$ cat config.mk
export PLATFORM = sky130hd
export DESIGN_NAME = rational_arith_reduce_core
export DESIGN_NICKNAME = d
export VERILOG_FILES = /design/src/rtl/core/rar_pkg.sv /design/src/rtl/core/rar_reduce.sv /design/src/rtl/core/rational_arith_reduce_core.sv
export SDC_FILE = /design/constraint.sdc
export NUM_CORES = 2
export LEC_CHECK = 0
export BUFFER_PORTS_ARGS = -buffer_cell sky130_fd_sc_hd__buf_2
export CAP_MARGIN = 5
export CORE_ASPECT_RATIO = 1.75
export CORE_MARGIN = 1.5
export CORE_UTILIZATION = 35
export CTS_BUF_LIST = sky130_fd_sc_hd__clkbuf_16
export CTS_CLUSTER_SIZE = 16
export DETAILED_ROUTE_END_ITERATION = 8
export GPL_TIMING_DRIVEN = 0
export PLACE_DENSITY = 0.56
export RECOVER_POWER = 25
export SLEW_MARGIN = 10
export SYNTH_ARGS = -nofsm -noshare
export SYNTH_HDL_FRONTEND = slang
export SYNTH_HIERARCHICAL = 1
export SYNTH_SLANG_ARGS = --single-unit
$ cat constraint.sdc
create_clock -name clk -period 7.9 [get_ports clk]
set_input_delay 0.395 -clock clk [delete_from_list [all_inputs] [get_ports clk]]
set_output_delay 0.395 -clock clk [all_outputs]
set_load 0.005 [all_outputs]
$ cat src/rtl/core/rar_pkg.sv
// Shared constants and helpers for the rational arithmetic core.
// No dependencies; used by rar_reduce and rational_arith_reduce_core.
package rar_pkg;

  localparam int WIDTH_DEF = 16;
  localparam int OUT_W     = 33;
  localparam int SIGN_W    = 2;
  localparam int RAW_MAX   = 64;

  // Width of the raw numerator and denominator: exact up to 2*w+1 bits,
  // wrapping modulo 2^64 beyond that.
  function automatic int raw_w(input int w);
    int r;
    r = 2 * w + 1;
    return (r > RAW_MAX) ? RAW_MAX : r;
  endfunction

endpackage

$ cat src/rtl/core/rar_reduce.sv
// Iterative reduction unit: binary GCD of two nonzero magnitudes, then
// restoring division of both magnitudes by that GCD. Uses rar_pkg.
module rar_reduce #(
  parameter int RW = rar_pkg::raw_w(rar_pkg::WIDTH_DEF)
) (
  input  logic          clk,
  input  logic          rst,
  input  logic          start,
  input  logic [RW-1:0] mag_n,
  input  logic [RW-1:0] mag_d,
  output logic          done,
  output logic [RW-1:0] quo_n,
  output logic [RW-1:0] quo_d
);

  localparam int KW = $clog2(RW);

  typedef enum logic [2:0] {S_IDLE, S_COMMON, S_XEVEN, S_LOOP, S_DIV} state_t;

  state_t        state;
  logic [RW-1:0] x, y, g, nd, dd, rn, rd;
  logic [KW-1:0] k, cnt;
  logic          x_gt_y;
  logic [RW:0]   trial_n, trial_d;
  logic          take_n, take_d;

  assign x_gt_y  = x > y;
  assign trial_n = {rn, nd[RW-1]};
  assign trial_d = {rd, dd[RW-1]};
  assign take_n  = trial_n >= {1'b0, g};
  assign take_d  = trial_d >= {1'b0, g};
  assign quo_n   = nd;
  assign quo_d   = dd;

  always_ff @(posedge clk) begin
    if (rst) begin
      state <= S_IDLE;
      done  <= 1'b0;
    end else begin
      done <= (state == S_DIV) && (cnt == '0);
      unique case (state)
        S_IDLE: begin
          if (start) begin
            x     <= mag_n;
            y     <= mag_d;
            nd    <= mag_n;
            dd    <= mag_d;
            k     <= '0;
            state <= S_COMMON;
          end
        end
        S_COMMON: begin
          if (x[0] | y[0]) begin
            state <= S_XEVEN;
          end else begin
            x <= x >> 1;
            y <= y >> 1;
            k <= k + KW'(1);
          end
        end
        S_XEVEN: begin
          if (x[0]) begin
            state <= S_LOOP;
          end else begin
            x <= x >> 1;
          end
        end
        S_LOOP: begin
          if (y == '0) begin
            g     <= x << k;
            rn    <= '0;
            rd    <= '0;
            cnt   <= KW'(RW - 1);
            state <= S_DIV;
          end else if (!y[0]) begin
            y <= y >> 1;
          end else if (x_gt_y) begin
            x <= y;
            y <= x - y;
          end else begin
            y <= y - x;
          end
        end
        S_DIV: begin
          rn <= take_n ? RW'(trial_n - {1'b0, g}) : trial_n[RW-1:0];
          rd <= take_d ? RW'(trial_d - {1'b0, g}) : trial_d[RW-1:0];
          nd <= {nd[RW-2:0], take_n};
          dd <= {dd[RW-2:0], take_d};
          cnt <= cnt - KW'(1);
          if (cnt == '0) begin
            state <= S_IDLE;
          end
        end
        default: state <= S_IDLE;
      endcase
    end
  end

endmodule

$ cat src/rtl/core/rational_arith_reduce_core.sv
// Top level of the rational arithmetic core: operand capture, shared
// multiplier sequence, sign handling and output register. Uses rar_pkg, rar_reduce.
//
// Channel  Dir  Handshake          Payload
// s_*      in   s_tvalid/s_tready  s_tuser: req_type; s_tdata: a_num,a_den,b_num,b_den
// m_*      out  m_tvalid/m_tready  m_tdata: res_num, res_den, sign_out
//
// One word at a time is processed. An arithmetic word runs three products
// through the single shared multiplier, then forms the raw parts, starts the
// reduction unit and waits for its binary GCD and its division of both RW-bit
// magnitudes (RW = 33 at WIDTH 16), then hands the result over. Zero raw
// parts skip the reduction unit; sign requests and unused codes go from
// capture straight to the last state. s_tready is high only while idle. A
// finished result waits in the output register, and a new one waits in the
// last state until m_tready takes the old one. Reset is synchronous.
module rational_arith_reduce_core #(
  parameter int WIDTH = rar_pkg::WIDTH_DEF
) (
  input  logic                          clk,
  input  logic                          rst,
  input  logic                          s_tvalid,
  output logic                          s_tready,
  // from bit 0: a_num, a_den, b_num, b_den (WIDTH bits each), zero pad
  input  logic [((4*WIDTH+7)/8)*8-1:0]  s_tdata,
  // req_type
  input  logic [2:0]                    s_tuser,
  output logic                          m_tvalid,
  input  logic                          m_tready,
  // from bit 0: res_num (33), res_den (33), sign_out (2), zero pad
  output logic [71:0]                   m_tdata
);

  localparam int RW = rar_pkg::raw_w(WIDTH);
  localparam int OW = rar_pkg::OUT_W;
  localparam int SW = rar_pkg::SIGN_W;

  typedef enum logic [2:0] {OP_ADD, OP_SUB, OP_MUL, OP_DIV, OP_SIGN} op_t;
  typedef enum logic [2:0] {S_IDLE, S_MUL, S_SUM, S_RED, S_FIN} state_t;

  state_t                   state;
  logic [2:0]               op;
  logic signed [WIDTH-1:0]  an, ad, bn, bd;
  logic [1:0]               step;
  logic signed [WIDTH-1:0]  ma, mb;
  logic signed [2*WIDTH-1:0] prod;
  logic [RW-1:0]            p0, p1, p2;
  logic [RW-1:0]            sum_num, raw_num, raw_den, mag_n, mag_d;
  logic [RW-1:0]            quo_n, quo_d, fin_n, fin_d;
  logic                     red_start, red_done;
  logic [OW-1:0]            res_num, res_den;
  logic [SW-1:0]            sign_out;

  assign s_tready = (state == S_IDLE);

  // Shared multiplier: step 0 gives the first numerator product, step 1 the
  // cross term, step 2 the denominator product.
  always_comb begin
    case (step)
      2'd0:    begin ma = an; mb = (op == OP_MUL) ? bn : bd; end
      2'd1:    begin ma = bn; mb = ad; end
      default: begin ma = ad; mb = (op == OP_DIV) ? bn : bd; end
    endcase
  end
  assign prod = ma * mb;

  always_comb begin
    case (op)
      OP_ADD:  sum_num = p0 + p1;
      OP_SUB:  sum_num = p0 - p1;
      default: sum_num = p0;
    endcase
  end

  // Magnitudes are unsigned RW-bit values, so the most negative raw value fits.
  assign mag_n = raw_num[RW-1] ? RW'(-raw_num) : raw_num;
  assign mag_d = raw_den[RW-1] ? RW'(-raw_den) : raw_den;
  assign fin_n = raw_num[RW-1] ? RW'(-quo_n) : quo_n;
  assign fin_d = raw_den[RW-1] ? RW'(-quo_d) : quo_d;

  rar_reduce #(.RW(RW)) u_reduce (
    .clk   (clk),
    .rst   (rst),
    .start (red_start),
    .mag_n (mag_n),
    .mag_d (mag_d),
    .done  (red_done),
    .quo_n (quo_n),
    .quo_d (quo_d)
  );

  assign m_tdata = {4'b0, sign_out, res_den, res_num};

  always_ff @(posedge clk) begin
    if (rst) begin
      state     <= S_IDLE;
      m_tvalid  <= 1'b0;
      red_start <= 1'b0;
    end else begin
      // The reduction starts only when both raw parts are nonzero.
      red_start <= (state == S_SUM) && (sum_num != '0) && (p2 != '0);
      if (state == S_FIN && (!m_tvalid || m_tready)) begin
        m_tvalid <= 1'b1;
      end else if (m_tvalid && m_tready) begin
        m_tvalid <= 1'b0;
      end
      unique case (state)
        S_IDLE: begin
          if (s_tvalid) begin
            op    <= s_tuser;
            an    <= s_tdata[WIDTH-1:0];
            ad    <= s_tdata[2*WIDTH-1:WIDTH];
            bn    <= s_tdata[3*WIDTH-1:2*WIDTH];
            bd    <= s_tdata[4*WIDTH-1:3*WIDTH];
            step  <= 2'd0;
            state <= (s_tuser <= 3'(OP_DIV)) ? S_MUL : S_FIN;
          end
        end
        S_MUL: begin
          case (step)
            2'd0:    p0 <= RW'(prod);
            2'd1:    p1 <= RW'(prod);
            default: p2 <= RW'(prod);
          endcase
          step <= step + 2'd1;
          if (step == 2'd2) begin
            state <= S_SUM;
          end
        end
        S_SUM: begin
          raw_num <= sum_num;
          raw_den <= p2;
          if (sum_num == '0 || p2 == '0) begin
            state <= S_FIN;
          end else begin
            state <= S_RED;
          end
        end
        S_RED: begin
          if (red_done) begin
            raw_num <= fin_n;
            raw_den <= fin_d;
            state   <= S_FIN;
          end
        end
        S_FIN: begin
          if (!m_tvalid || m_tready) begin
            sign_out <= (op == 3'(OP_SIGN) && an != '0 && ad != '0) ?
                        ((an[WIDTH-1] ^ ad[WIDTH-1]) ? {SW{1'b1}} : SW'(1)) : '0;
            res_num  <= (op <= 3'(OP_DIV)) ? OW'($signed(raw_num)) : '0;
            // A zero raw part leaves the numerator as is and reports 0 here.
            res_den  <= (op <= 3'(OP_DIV) && raw_num != '0 && raw_den != '0) ?
                        OW'($signed(raw_den)) : '0;
            state <= S_IDLE;
          end
        end
        default: state <= S_IDLE;
      endcase
    end
  end

endmodule

==> results by group <==
Cells and area
  – Share of post-route cells with drive strength above 1: 11.6%
  – Most frequent cells in the layout: nand2_1, edfxtp_1, inv_1
  – Cell area after layout: 0.0539 mm2
  – Final nets: 5,866
  – Multi-input gate area: 0.0280 mm2
  – # fillers: 13,000
  – Area Overhead vs Synth: 16.4%
  – Reg area: 0.0165 mm2
  – Leading cell type in the layout, fill and taps excluded: nand2_1

STA
  – Post-layout min period: 7.78 ns
  – Fin. max-slew vios: 0
  – Final worst path period share: 98.5%
  – Setup Viol. Count Final: 0
  – Unrepaired setup endpoints after global routing: yes
  – WHS: 0.158 ns
  – Slew margin rel.: 19.8%
  – Fin. Hold Viols: 0
  – Fmax: 0.129 GHz
  – Clk_skew: 0.0406 ns
  – Slew @ Worst Pin: 1.19 ns

Clock network
  – Num CTS Buffers: 57
  – CTS Root Cell: clkbuf_16
  – Worst-Skew Late Latency: 0.69 ns
  – Clock sink count: 551
  – Htree depth: 2
  – Clock Tree Buf Depth: 3
  – CTS clk-pin slew, worst paths: 0.07 ns
  – CTS tree: done

Routing
  – Vias per inst: 5.50
  – Initial DRC count: 2,902
  – Vias: 38,600
  – Avg WL per Cell: 24.0 um
  – Routed Antenna Nets: 0
  – Initial DRT Pass Iterations: 8
  – DRC viols: 0
  – Drt total wl: 168 mm

Worst setup path
  – Critical Path RT: 8.32 ns
  – Reg2reg start: op[2]
  – CP max stage cell: fa_1
  – Worst EP arrival: 8.20 ns
  – Critical Path Fanout Max: 4
  – Kind of critical path: flop to flop
  – Origin of the worst setup path: op[2]
  – Worst setup SP type: flop
  – Crit-path most repeated cell: buf_6
  – CP Capture Type: flop
  – CP peak stage delay: 0.59 ns

Die
  – CORE AREA: 0.131 mm2
  – Row count: 176
  – Die area: 0.135 mm2
  – Starting Density: 35.3%
  – Height of the die: 484 um
  – Die Width: 278 um
  – I/O Pins: 145

Global routing
  – Largest net degree at the start of global routing: 67
  – Grt ovf: 0
  – First-pass GRT wire length: 248 mm
  – Initial antenna violation count: 2
  – Vias in the first global route: 40,400
  – Total track usage: 24.6%

Yosys
  – EDFF count, synth: 542
  – Seq/Total Area, Yosys: 35.5%
  – Simple-Gate Fraction of Synth Area: 16.0%
  – Synth warn: 6
  – Syn Std Cell Area: 0.0463 mm2
  – Synth Area in Adders: 18.5%
  – Synth async-reset ratio: 0%
  – Synth Register Bits: 551
  – Compound-Gate Fraction of Synth Area: 14.8%
  – Main synth FF type: edfxtp_1
  – Largest family of logic cells by synthesized area: adder cells
  – Post-synthesis mux area share: 3.29%
  – Synth Area in XOR/XNOR: 5.60%
  – Cell variety after synth: 106
  – Post-Syn Instances: 4,903
  – Syn Area/Cell: 9.44 um2

Outcome
  – Outcome: finished, final reports clean

Min path
  – HP Start: m_tready
  – HP Class: input pin to flop

Place
  – Post-DP Area: 0.0496 mm2
  – Detail Placement HPWL: 137 mm
  – Port-buffer cells: 139
  – Gp weighted congestion: 1.01

Flow run
  – MaxCap Viol Count: 0
## worst max-delay path: cells and delay by family (launching register included)
kind | cells | cell delay [ns]
AND/OR/NAND/NOR | 5 | 0.58
buffers and inverters | 11 | 1.41
multiplexers | 1 | 0.19
flip-flops | 1 | 0.51
AO/OA/AOI/OAI | 9 | 1.50
adder cells (fa/ha/maj) | 7 | 3.33
## layout make-up
class	count	share of cell area, %
Timing Repair Buffer	317	4.60
Buffer	212	2.14
Clock buffer	57	2.65
Antenna cell	4	0.0186
Multi-Input combinational cell	3620	51.9
Clock inverter	47	0.634
Tap cell	1691	3.93
Sequential cell	551	30.5
Inverter	512	3.57
## registers in the layout, indices dropped and copies added (netlist names), 6 cells and up
name	cells
u_reduce/quo_d	33
p1	32
u_reduce/k	6
raw_num	33
ad	16
p0	32
res_num	33
an	16
u_reduce/g	33
raw_den	33
u_reduce/quo_n	33
u_reduce/cnt	6
u_reduce/x	33
p2	32
u_reduce/rd	33
bn	16
bd	16
u_reduce/y	33
u_reduce/rn	33
res_den	33
## Yosys cell counts (41+ instances only)
library cell  instances  area [um2]
nand2_1             642        2410
edfxtp_1            542       16300
inv_1               509        1910
nor2_1              446        1670
a21oi_1             282        1410
fa_1                267        5350
ha_1                257        3220
o21ai_0             247        1240
xnor2_1             185        1620
clkbuf_1            150         563
xor2_1              111         972
mux2i_1             109        1090
a21o_1              105         788
nor3_1               61         305
and2_1               60         375
nor2b_1              60         375
nand3_1              57         285
a211oi_1             49         368
a31oi_1              45         282
o31ai_1              44         330
nor4_1               42         263
or3_1                41         257
## cell families (layout without fill, tap and decap cells)
logic type               count (synthesis)  count (layout)
other                                    1               8
adder cells (fa/ha/maj)                524             524
AO/OA/AOI/OAI                         1055            1055
multiplexers                           131             131
AND/OR/NAND/NOR                       1610            1610
flip-flops                             551             551
buffers and inverters                  735            1145
XOR/XNOR                               296             296
## layer usage
layer	vias to the layer above	part of all wire, %	GRT usage, %
met5	-	0	0
met4	0	9.9	20.3
met1	18900	33	23.7
li1	17800	-	-
met3	533	3.9	2.33
met2	1315	53	46.9
## what timing repair did
| action | in CTS | in global routing |
|---|---|---|
| gates cloned | 1 | 0 |
| gates resized for setup | 183 | 111 |
| hold buffers | 68 | 0 |
| endpoints found under the setup margin | 72 | 25 |
| pin swaps | 24 | 52 |
| buffers inserted | 52 | 40 |
| hold endpoints to repair | 72 | 0 |
## stage by stage
| stage | cells | setup slack, ns | utilization [%] | TNS [ns] |
|---|---|---|---|---|
| 2_1_floorplan | 4906 | 0.102 | - | 0 |
| 3_3_place_gp | 6736 | -3.35 | 37.4 | -268.23 |
| 6_report | 7011 | 0.119 | 41.1 | 0 |
| 4_1_cts | 6972 | -0.000549 | 40.5 | -0.000549 |
| 3_5_place_dp | 6758 | -3.43 | 37.8 | -134.82 |
| 5_1_grt | 7010 | -0.110 | 41.1 | -0.675 |
## worst paths after layout
kind	end	cells past startpoint	slack (ns)
setup reg to reg	p2[28]	33	0.12
setup / recovery	p2[28]	33	0.12
hold / removal	m_tvalid	3	0.16
hold reg to reg	state[1]	3	0.54
Power is left out: the tool's default activity adds up to more than one toggle a clock period on the data nets, which glitch-free logic cannot reach.
